**src/design/ppt_pkg.sv**
```systemverilog
`timescale 1ns / 1ps
`default_nettype none
// ----------------------------------------------------------------------------
// ppt_pkg
// Shared sizes, command codes and control structs of the process priority
// table.
// ----------------------------------------------------------------------------
package ppt_pkg;

  localparam int unsigned SLOTS = 16;
  localparam int unsigned IdxW  = (SLOTS > 1) ? $clog2(SLOTS) : 1;
  localparam int unsigned IdW   = 16;
  localparam int unsigned PriW  = 8;
  localparam int unsigned CmdW  = 2;

  // Code 3 is unused: it changes nothing and returns an all-zero result.
  typedef enum logic [CmdW-1:0] {
    CMD_ADD    = 2'd0,
    CMD_REMOVE = 2'd1,
    CMD_QUERY  = 2'd2
  } cmd_e;

  // Sequencer to scan unit.
  typedef struct packed {
    logic            init;
    logic            step;
    logic [CmdW-1:0] cmd;
  } scan_ctrl_t;

  // Scan unit state seen by the sequencer.
  typedef struct packed {
    logic            hit;
    logic            have;
    logic            free_found;
    logic [IdxW-1:0] free_idx;
    logic [IdW-1:0]  best_id;
    logic [PriW-1:0] best_pri;
  } scan_res_t;

endpackage : ppt_pkg
`default_nettype wire

```
**src/design/process_priority_table_unit.sv**
```systemverilog
`timescale 1ns / 1ps
`default_nettype none
// ----------------------------------------------------------------------------
// process_priority_table_unit
// Table of SLOTS process slots with add, remove by id and most-urgent query.
// Sequence: ST_SCAN compares one slot per step across the table, ST_DONE writes
//   back an added entry and forms the result, and done_o is registered from ST_DONE.
// Items: a new item is taken only while busy_o is low, so none is accepted before
//   the single slot compare unit has walked the table; busy_o is high meanwhile.
// Reset: asynchronous, clears all valid bits; the table is usable at once.
// The result is shown for one cycle on done_o and cannot be stalled.
// ----------------------------------------------------------------------------
module process_priority_table_unit (
  input  wire logic                       clk_i,
  input  wire logic                       rst_ni,
  input  wire logic                       start_i,
  output logic                            busy_o,
  input  wire logic [ppt_pkg::CmdW-1:0]   command_i,
  input  wire logic [ppt_pkg::IdW-1:0]    proc_id_i,
  input  wire logic [ppt_pkg::PriW-1:0]   proc_priority_i,
  output logic                            done_o,
  output logic                            ok_o,
  output logic [ppt_pkg::IdW-1:0]         out_id_o,
  output logic [ppt_pkg::PriW-1:0]        out_priority_o
);
  import ppt_pkg::*;

  typedef enum logic [2:0] {
    ST_IDLE = 3'b001,
    ST_SCAN = 3'b010,
    ST_DONE = 3'b100
  } state_e;

  state_e          state_q, state_d;
  logic [IdxW-1:0] idx_q, idx_d;
  logic [CmdW-1:0] cmd_q;
  logic [IdW-1:0]  id_q;
  logic [PriW-1:0] pri_q;
  logic            done_q, done_d;
  logic            ok_q, ok_d;
  logic [IdW-1:0]  out_id_q, out_id_d;
  logic [PriW-1:0] out_pri_q, out_pri_d;

  scan_ctrl_t      ctrl;
  scan_res_t       res;
  logic            slot_valid;
  logic [IdW-1:0]  slot_id;
  logic [PriW-1:0] slot_pri;
  logic            wr_en;
  logic            last;

  assign last  = (idx_q == IdxW'(SLOTS - 1));
  assign wr_en = (state_q == ST_DONE) && (cmd_q == CMD_ADD) && res.free_found;

  always_comb begin
    state_d   = state_q;
    idx_d     = idx_q;
    ctrl      = '0;
    ctrl.cmd  = cmd_q;
    done_d    = 1'b0;
    ok_d      = ok_q;
    out_id_d  = out_id_q;
    out_pri_d = out_pri_q;
    unique case (state_q)
      ST_IDLE: begin
        if (start_i) begin
          state_d   = ST_SCAN;
          idx_d     = '0;
          ctrl.init = 1'b1;
        end
      end
      ST_SCAN: begin
        ctrl.step = 1'b1;
        if (last) begin
          state_d = ST_DONE;
        end else begin
          idx_d = idx_q + IdxW'(1);
        end
      end
      ST_DONE: begin
        state_d   = ST_IDLE;
        done_d    = 1'b1;
        ok_d      = 1'b0;
        out_id_d  = '0;
        out_pri_d = '0;
        if (cmd_q == CMD_ADD) begin
          ok_d = res.free_found;
        end else if (cmd_q == CMD_REMOVE) begin
          ok_d = res.have;
        end else if (cmd_q == CMD_QUERY) begin
          ok_d = res.have;
          if (res.have) begin
            out_id_d  = res.best_id;
            out_pri_d = res.best_pri;
          end
        end
      end
      default: begin
        state_d = ST_IDLE;
      end
    endcase
  end

  always_ff @(posedge clk_i or negedge rst_ni) begin
    if (!rst_ni) begin
      state_q <= ST_IDLE;
      idx_q   <= '0;
      done_q  <= 1'b0;
    end else begin
      state_q <= state_d;
      idx_q   <= idx_d;
      done_q  <= done_d;
    end
  end

  // Hold the item for the whole walk.
  always_ff @(posedge clk_i) begin
    if ((state_q == ST_IDLE) && start_i) begin
      cmd_q <= command_i;
      id_q  <= proc_id_i;
      pri_q <= proc_priority_i;
    end
    ok_q      <= ok_d;
    out_id_q  <= out_id_d;
    out_pri_q <= out_pri_d;
  end

  ppt_store u_store (
    .clk_i      (clk_i),
    .rst_ni     (rst_ni),
    .rd_idx_i   (idx_q),
    .clr_i      (res.hit),
    .wr_en_i    (wr_en),
    .wr_idx_i   (res.free_idx),
    .wr_id_i    (id_q),
    .wr_pri_i   (pri_q),
    .rd_valid_o (slot_valid),
    .rd_id_o    (slot_id),
    .rd_pri_o   (slot_pri)
  );

  ppt_scan u_scan (
    .clk_i        (clk_i),
    .rst_ni       (rst_ni),
    .ctrl_i       (ctrl),
    .proc_id_i    (id_q),
    .idx_i        (idx_q),
    .slot_valid_i (slot_valid),
    .slot_id_i    (slot_id),
    .slot_pri_i   (slot_pri),
    .res_o        (res)
  );

  assign busy_o         = (state_q != ST_IDLE);
  assign done_o         = done_q;
  assign ok_o           = ok_q;
  assign out_id_o       = out_id_q;
  assign out_priority_o = out_pri_q;

endmodule : process_priority_table_unit
`default_nettype wire

```
**src/design/ppt_store.sv**
```systemverilog
`timescale 1ns / 1ps
`default_nettype none
// ----------------------------------------------------------------------------
// ppt_store
// Slot store: valid bits cleared at reset, id and priority per slot, one
// read/clear address and one write address.
// ----------------------------------------------------------------------------
module ppt_store (
  input  wire logic                       clk_i,
  input  wire logic                       rst_ni,
  input  wire logic [ppt_pkg::IdxW-1:0]   rd_idx_i,
  input  wire logic                       clr_i,
  input  wire logic                       wr_en_i,
  input  wire logic [ppt_pkg::IdxW-1:0]   wr_idx_i,
  input  wire logic [ppt_pkg::IdW-1:0]    wr_id_i,
  input  wire logic [ppt_pkg::PriW-1:0]   wr_pri_i,
  output logic                            rd_valid_o,
  output logic [ppt_pkg::IdW-1:0]         rd_id_o,
  output logic [ppt_pkg::PriW-1:0]        rd_pri_o
);
  import ppt_pkg::*;

  logic [SLOTS-1:0] valid_q, valid_d;
  logic [IdW-1:0]   id_q  [SLOTS];
  logic [PriW-1:0]  pri_q [SLOTS];

  always_comb begin
    valid_d = valid_q;
    if (clr_i) begin
      valid_d[rd_idx_i] = 1'b0;
    end
    if (wr_en_i) begin
      valid_d[wr_idx_i] = 1'b1;
    end
  end

  always_ff @(posedge clk_i or negedge rst_ni) begin
    if (!rst_ni) begin
      valid_q <= '0;
    end else begin
      valid_q <= valid_d;
    end
  end

  always_ff @(posedge clk_i) begin
    if (wr_en_i) begin
      id_q[wr_idx_i]  <= wr_id_i;
      pri_q[wr_idx_i] <= wr_pri_i;
    end
  end

  assign rd_valid_o = valid_q[rd_idx_i];
  assign rd_id_o    = id_q[rd_idx_i];
  assign rd_pri_o   = pri_q[rd_idx_i];

endmodule : ppt_store
`default_nettype wire

```
**src/design/ppt_scan.sv**
```systemverilog
`timescale 1ns / 1ps
`default_nettype none
// ----------------------------------------------------------------------------
// ppt_scan
// Shared compare unit: looks at one slot per step, matching its id and
// ranking its priority, and keeps the running free slot, found flag and
// best entry.
// ----------------------------------------------------------------------------
module ppt_scan (
  input  wire logic                       clk_i,
  input  wire logic                       rst_ni,
  input  wire ppt_pkg::scan_ctrl_t        ctrl_i,
  input  wire logic [ppt_pkg::IdW-1:0]    proc_id_i,
  input  wire logic [ppt_pkg::IdxW-1:0]   idx_i,
  input  wire logic                       slot_valid_i,
  input  wire logic [ppt_pkg::IdW-1:0]    slot_id_i,
  input  wire logic [ppt_pkg::PriW-1:0]   slot_pri_i,
  output ppt_pkg::scan_res_t              res_o
);
  import ppt_pkg::*;

  logic            have_q, have_d;
  logic            free_found_q, free_found_d;
  logic [IdxW-1:0] free_idx_q, free_idx_d;
  logic [IdW-1:0]  best_id_q, best_id_d;
  logic [PriW-1:0] best_pri_q, best_pri_d;
  logic            match;
  logic            better;
  logic            is_add;
  logic            is_remove;
  logic            is_query;

  assign is_add    = (ctrl_i.cmd == CMD_ADD);
  assign is_remove = (ctrl_i.cmd == CMD_REMOVE);
  assign is_query  = (ctrl_i.cmd == CMD_QUERY);
  assign match     = slot_valid_i && (slot_id_i == proc_id_i);
  // Strictly smaller only, so the lowest slot keeps a tie.
  assign better    = slot_valid_i && (!have_q || (best_pri_q > slot_pri_i));

  always_comb begin
    have_d       = have_q;
    free_found_d = free_found_q;
    free_idx_d   = free_idx_q;
    best_id_d    = best_id_q;
    best_pri_d   = best_pri_q;
    if (ctrl_i.init) begin
      have_d       = 1'b0;
      free_found_d = 1'b0;
    end else if (ctrl_i.step) begin
      if (is_remove && match) begin
        have_d = 1'b1;
      end
      if (is_query && better) begin
        have_d     = 1'b1;
        best_id_d  = slot_id_i;
        best_pri_d = slot_pri_i;
      end
      // A slot freed by the id removal counts as free.
      if (is_add && !free_found_q && (!slot_valid_i || match)) begin
        free_found_d = 1'b1;
        free_idx_d   = idx_i;
      end
    end
  end

  always_ff @(posedge clk_i or negedge rst_ni) begin
    if (!rst_ni) begin
      have_q       <= 1'b0;
      free_found_q <= 1'b0;
    end else begin
      have_q       <= have_d;
      free_found_q <= free_found_d;
    end
  end

  always_ff @(posedge clk_i) begin
    free_idx_q <= free_idx_d;
    best_id_q  <= best_id_d;
    best_pri_q <= best_pri_d;
  end

  always_comb begin
    res_o            = '0;
    res_o.hit        = ctrl_i.step && match && (is_add || is_remove);
    res_o.have       = have_q;
    res_o.free_found = free_found_q;
    res_o.free_idx   = free_idx_q;
    res_o.best_id    = best_id_q;
    res_o.best_pri   = best_pri_q;
  end

endmodule : ppt_scan
`default_nettype wire

```
**config.mk**
```make
export PLATFORM = sky130hd
export DESIGN_NAME = process_priority_table_unit
export DESIGN_NICKNAME = d
export VERILOG_FILES = /design/src/design/ppt_pkg.sv /design/src/design/process_priority_table_unit.sv /design/src/design/ppt_store.sv /design/src/design/ppt_scan.sv
export SDC_FILE = /design/constraint.sdc
export NUM_CORES = 1
export LEC_CHECK = 0
export ABC_AREA = 1
export BUFFER_PORTS_ARGS = -buffer_cell sky130_fd_sc_hd__buf_2
export CELL_PAD_IN_SITES_DETAIL_PLACEMENT = 1
export CELL_PAD_IN_SITES_GLOBAL_PLACEMENT = 2
export CORE_MARGIN = 8
export CORE_UTILIZATION = 25
export CTS_BUF_LIST = sky130_fd_sc_hd__clkbuf_4 sky130_fd_sc_hd__clkbuf_8
export DETAILED_ROUTE_END_ITERATION = 10
export GPL_ROUTABILITY_DRIVEN = 0
export MAX_ROUTING_LAYER = met4
export PLACE_DENSITY_LB_ADDON = 0.1
export SLEW_MARGIN = 5
export SYNTH_ARGS = -nofsm -noshare
export SYNTH_HDL_FRONTEND = slang
export SYNTH_SLANG_ARGS = --single-unit
```
**constraint.sdc**
```tcl
create_clock -name clk_i -period 4.38 [get_ports clk_i]
set_input_delay 1.314 -clock clk_i [delete_from_list [all_inputs] [get_ports clk_i]]
set_output_delay 1.314 -clock clk_i [all_outputs]
set_load 0.05 [all_outputs]
```
==> results of run 1 <==
kinds of logic after synthesis:
| group | Yosys count | share of synthesized area, % |
|---|---|---|
| simple gates | 816 | 16.0 |
| buf+inv | 280 | 5.80 |
| fa+ha+maj | 12 | 0.742 |
| flops | 489 | 72.0 |
| compound gates | 210 | 5.52 |
cells in the mapped netlist:
library cell    n  area share, %
a21oi_1         9           0.22
buf_2          43            1.1
buf_4           4           0.15
buf_6           7           0.39
clkbuf_1       27           0.50
dfrtp_1        25            3.1
dfstp_2         1           0.13
edfxtp_1      463             69
ha_1           12           0.74
inv_1         195            3.6
inv_2           4          0.074
nand2_1       442            8.2
nand3_1        54            1.3
nand4_1        27           0.84
nor2_1        280            5.2
nor2_2          4           0.12
nor2_4          2           0.11
nor3_1          6           0.15
o211ai_1        1          0.037
o21a_1          1          0.037
o21ai_0       137            3.4
o21ai_1        20           0.49
o21bai_1        6           0.22
o22ai_1        36            1.1
or2_2           1          0.031
power breakdown:
| part | total [W] | internal, W | switching [W] |
|---|---|---|---|
| registers | 0.00567 | 0.00545 | 0.000222 |
| logic | 0.00363 | 0.00103 | 0.00260 |
| clock network | 0.00452 | 0.00253 | 0.00199 |
layer usage:
layer  GRT usage [%]  vias to the layer above  wire [um]
met5               -                        -          0
met4            4.13                        0       1560
met3            2.39                      106       2080
met2            24.8                      215      32000
met1            20.2                     6728      31800
li1                -                     6316          -
layout by cell type (no fill, tap or decap):
master        n
clkbuf_8     96
nor2_1      263
dfstp_2       1
dfrtp_4       2
inv_1       194
buf_2        55
edfxtp_1    463
o21a_1        1
nand2_2       1
clkbuf_4     33
nor2_4       22
clkinv_1     17
o211ai_1      1
o21ai_0     137
o22ai_1      36
inv_2         3
clkinv_2     10
o21bai_1      6
ha_1         12
bufinv_16     4
nor3_1        5
or2_2         1
nor3_2        1
nand4_1      27
buf_4        52
nor2_2        1
nand3_1      54
inv_6         1
clkinvlp_4    2
dfrtp_1      23
nand2_1     441
buf_12        5
o21ai_1      20
a21oi_1       9
diode_2       2
worst max-delay path: cells and delay by family, from the launching register on:
family / cells / cell delay, ps
flops: 1 / 490
buf+inv: 4 / 980
fa+ha+maj: 1 / 290
simple gates: 4 / 460
compound gates: 5 / 750
flip-flops by register name (all words and copies together) (netlist names), 2 cells and up:
register	count
cmd_q	2
id_q	16
idx_q	4
out_id_o	16
out_priority_o	8
pri_q	8
state_q	3
u_scan.best_id_q	16
u_scan.best_pri_q	8
u_scan.free_idx_q	4
u_store.id_q	256
u_store.pri_q	128
u_store.valid_q	16
final cells by class:
cell class	count	area (um^2)
Tap cell	1060	1330
Clock buffer	129	1570
Fill cell	8900	56400
Inverter	199	753
Clock inverter	32	244
Sequential cell	489	14600
Timing Repair Buffer	112	766
Multi-Input combinational cell	1038	4650
Antenna cell	2	5.00
per-stage QoR:
| stage | power [W] | setup slack [ps] | instance area [um^2] | cells | util (%) |
|---|---|---|---|---|---|
| floorplan | 0.00811 | 152 | 20200 | 1807 | - |
| global placement | 0.00950 | 986 | 22100 | 2898 | 27.5 |
| detailed placement | 0.00952 | 947 | 22100 | 2898 | 27.5 |
| CTS | 0.0141 | 921 | 23900 | 3059 | 29.7 |
| global route | 0.0147 | 693 | 23900 | 3061 | 29.7 |
| finish | 0.0138 | 1030 | 23900 | 3061 | 29.7 |
worst paths after layout:
path	to	depth (start not counted)
setup / recovery	u_scan.best_id_q[13]	14
min in group asynchronous	state_q[1]	1
hold reg to reg	u_store.valid_q[5]	2
hold / removal	u_store.valid_q[5]	2
setup reg to reg	u_scan.best_id_q[13]	14
max in group asynchronous	idx_q[0]	1
==> run summary, run 1 <==
Cell Chain, Critical Path: clkinv_2, buf_12, o21ai_0, o22ai_1, nand2_1, nand4_1, inv_1, ha_1, nand2_1, o21ai_0, a21oi_1, o21a_1, nor2_4, buf_12
Worst path slowest cell: dfrtp_4
warnings from Yosys: 0
CTS tree: yes
DRC: 0
# setup viols final: 0
crit end category: flip-flop
Starting Density: 25.2%
final setup TNS: 0 ps
syn nets: 1,848
Yosys cell types: 25
launch point of the worst path: idx_q[1]
clock slew seen by the registers of the worst setup and hold paths: 60 ps
Routed Antenna Nets: 0
Area Overhead vs Synth: 18.0%
Setup CP Type: reg2reg
synthesized flop and latch total: 489
Peak Freq: 0.298 GHz
Die Area: 90,300 um^2
cts hold-fix bufs: 0
post-synthesis sequential area ratio: 72.0%
synthesized area per cell: 11.2 um^2
wirelength, routed: 67.4 mm
layout cells sized above 1: 14.5%
FF-to-FF Start: idx_q[1]
pwr dens: 579 nW/um^2
critical path launch point type: flip-flop
port bufs: 55
final hold vios: 0
Core Region: 80,300 um^2
VDD IR max: 0.350 mV
Die Width: 300 um
max-cap violation count: 0
Num CTS Buffers: 93
Worst Path Arrival: 3710 ps
nets: 1,974
post-cts resize count: 0
Worst-Margin Slew: 967 ps
initial DRC count: 689
worst-path maximum fanout: 35
crit path time final: 3350 ps
Clock Root Buffer: clkbuf_8
vias in the first global route: 14,551
synthesized area: 20,200 um^2
Pleak: 9.15 nW
Die Ht: 300 um
setup repair bufs after CTS: 0
via/cell ratio: 4.37
largest net degree at the start of global routing: 115
Max Buffers Root-to-Sink: 3
global-route wire length before repair: 99.4 mm
clock skew: 20.8 ps
final period utilization: 76.6%
grt ovf: 0
insertion delay to the later sink of the worst-skew pair: 680 ps
Max stage delay on crit path: 490 ps
drt pass-1 iters: 5
Avg WL per Cell: 22.0 um
reg-to-reg slack, setup: 1030 ps
Top Ports: 56
Min Hold Slack: 473 ps
GRT Total Usage: 15.4%
slew margin rel.: 35.3%
worst path required time: 4740 ps
RSZ-0062 raised after global routing: false
DP HPWL: 39.3 mm
Sink Count: 489
Hold Crit Class: reg2reg
initial antenna violation count: 2
Syn Inst Count: 1,807
Max Slew Vio Count: 0
status: finished, final reports clean
Rows: 104
hold_sp: u_store.valid_q[5]
H-tree Lvls: 3
vias post-DR: 13,365
Note: power is estimated with default switching activity, not from simulation.
==> run 2, diff against run 1 <==
Settings changed: ABC_AREA 1 to 0.
Clock period 4.38 ns to 3.1 ns, I/O delays scaled along.
==> run 2 against run 1 <==
The flow now finishes with violations (negative setup slack). Critical path depth unchanged. Final cell count down 22%. Utilization up 2.5 points.
==> run summary, run 2 <==
CTS tree: yes
Worst path slowest cell: mux4_2
Pleak: 8.43 nW
synthesized area: 19,400 um^2
Critical Path Stages: 14
Max stage delay on crit path: 510 ps
Min Hold Slack: 318 ps
Peak Freq: 0.291 GHz
CP bufs+invs: 6
Starting Density: 25.2%
critical path launch point type: flip-flop
vias in the first global route: 11,284
dpl ws: -544 ps
largest net degree at the start of global routing: 27
syn nets: 1,044
Hold Crit Class: in2async
Avg WL per Cell: 25.6 um
Max Buffers Root-to-Sink: 3
insertion delay to the later sink of the worst-skew pair: 690 ps
crit path time final: 3440 ps
H-tree Lvls: 3
VDD IR max: 0.298 mV
DP HPWL: 37.7 mm
clock slew seen by the registers of the worst setup and hold paths: 60 ps
clock skew: 39.4 ps
Yosys cell types: 60
cell taking the most area after synthesis: edfxtp_1
final hold vios: 0
slew margin rel.: 37.3%
Syn Inst Count: 1,003
Sink Count: 489
crit-path leading delay family: multiplexers
Top reg by flops: u_store.id_q
post-synth top area share: 71.7%
Async SR Flop Fraction: 5.32%
Register-to-Register Path Depth: 14
nets: 1,324
max-cap violation count: 0
top cells by area, synth: edfxtp_1 72%, mux4_2 10%, dfrtp_1 3.2%
port bufs: 55
pwr dens: 711 nW/um^2
Area Overhead vs Synth: 28.1%
worst-path maximum fanout: 9
RSZ-0062 raised after global routing: true
Die Area: 86,700 um^2
# setup viols final: 43
final period utilization: 111%
GRT Total Usage: 14.4%
status: finished, violations left
Num CTS Buffers: 91
Clock Root Buffer: clkbuf_8
Cell Chain, Critical Path: buf_12, buf_16, buf_4, mux4_2, mux4_2, inv_1, ha_1, a21o_1, a21oi_2, o21ai_1, o21ai_2, a21boi_4, buf_12, clkbuf_16
Die Ht: 294 um
most frequent cell after synthesis: edfxtp_1
worst path required time: 3510 ps
Worst Path Arrival: 3850 ps
post-synthesis sequential area ratio: 75.1%
initial antenna violation count: 4
synthesized area per cell: 19.3 um^2
Final WS setup: -338 ps
Die Width: 294 um
global-route wire length before repair: 86.0 mm
wirelength, routed: 61.4 mm
number of flip-flops in the largest register: 256
Core Region: 77,100 um^2
Rows: 102
crit end category: flip-flop
vias post-DR: 10,361
drt pass-1 iters: 6
via/cell ratio: 4.33
cts hold-fix bufs: 0
top cells by count, synth: 463 x edfxtp_1, 87 x mux4_2, 55 x mux2i_1, 54 x nor2_1, 33 x nand2_1
Core Util, Final: 32.2%
Top Ports: 56
warnings from Yosys: 0
synthesized flop and latch total: 489
Largest regs: u_store.id_q: 256 flops, u_store.pri_q: 128 flops
failing checks: negative setup slack
Worst-Margin Slew: 939 ps
initial DRC count: 608
grt ovf: 0
Main synth FF type: edfxtp_1
Setup CP Type: reg2reg
DRC: 0
commonest non-fill, non-tap cell in the layout: edfxtp_1
most frequent cells in the layout: 463 x edfxtp_1, 127 x buf_4, 92 x clkbuf_8
Routed Antenna Nets: 0
layout cells sized above 1: 39.5%
Max Slew Vio Count: 0
Post-synth EDFFs: 463
run 2: cell type report:
cell class,count,area (um^2)
clock inverter,44,329
antenna,2,5.00
multi-input combinational,456,4950
sequential,489,14600
fill,7893,52300
clock buffer,119,1470
inverter,15,56.3
tap,1040,1300
timing repair buffer,230,2150
run 2: power breakdown:
| group | switching [W] | internal, W | leakage [nW] |
|---|---|---|---|
| registers | 0.000257 | 0.00761 | 4.58 |
| clock network | 0.00280 | 0.00344 | 0.946 |
| logic | 0.00176 | 0.00178 | 2.90 |
| total | 0.00482 | 0.0128 | 8.43 |
run 2: logic make-up (layout without fill, tap and decap cells):
| group | after synthesis | in the layout | share of synthesized area (%) |
|---|---|---|---|
| flops | 489 | 489 | 75.1 |
| simple gates | 182 | 182 | 4.93 |
| mux | 143 | 143 | 13.1 |
| compound gates | 87 | 87 | 3.14 |
| buf+inv | 58 | 408 | 1.58 |
| xor+xnor | 32 | 32 | 1.45 |
| fa+ha+maj | 12 | 12 | 0.774 |
| other cells | 0 | 2 | 0 |
run 2: worst paths after layout:
path	from	to	slack, ps
max in group asynchronous	rst_ni	idx_q[1]	2200
worst max-delay path	idx_q[0]	u_scan.best_id_q[0]	-340
worst min-delay path	rst_ni	state_q[2]	320
worst min register to register	u_store.valid_q[10]	u_store.valid_q[10]	500
min in group clk_i	proc_id_i[8]	id_q[8]	420
worst max register to register	idx_q[0]	u_scan.best_id_q[0]	-340
run 2: metrics by stage:
stage / TNS [ps] / cells / cell area [um^2] / total power, W
6_report: -10320 / 2395 / 24800 / 0.0176
5_1_grt: -16540 / 2395 / 24800 / 0.0185
4_1_cts: -12240 / 2377 / 24300 / 0.0177
3_5_place_dp: -20200 / 2211 / 22400 / 0.0112
3_3_place_gp: -20680 / 2211 / 22400 / 0.0112
2_1_floorplan: -14850 / 1003 / 19500 / 0.00984
run 2: metal layers:
metal / wire (um) / GRT usage, %
met3: 2240 / 2.56
met5: 0 / -
met4: 1290 / 3.88
met2: 29100 / 22.9
met1: 28800 / 19.1
run 2: worst register-to-register path: cells and delay by family, from the launching register on:
kind	cells	cell delay [ps]
adder cells (fa/ha/maj)	1	240
multiplexers	2	910
buffers and inverters	6	880
AO/OA/AOI/OAI	5	640
flip-flops	1	490
run 2: timing repair:
action	4_1_cts	5_1_grt
endpoints found under the setup margin	46	46
gates cloned	1	2
setup buffers	2	14
hold endpoints to repair	0	0
pin swaps	0	17
resized for setup	11	62
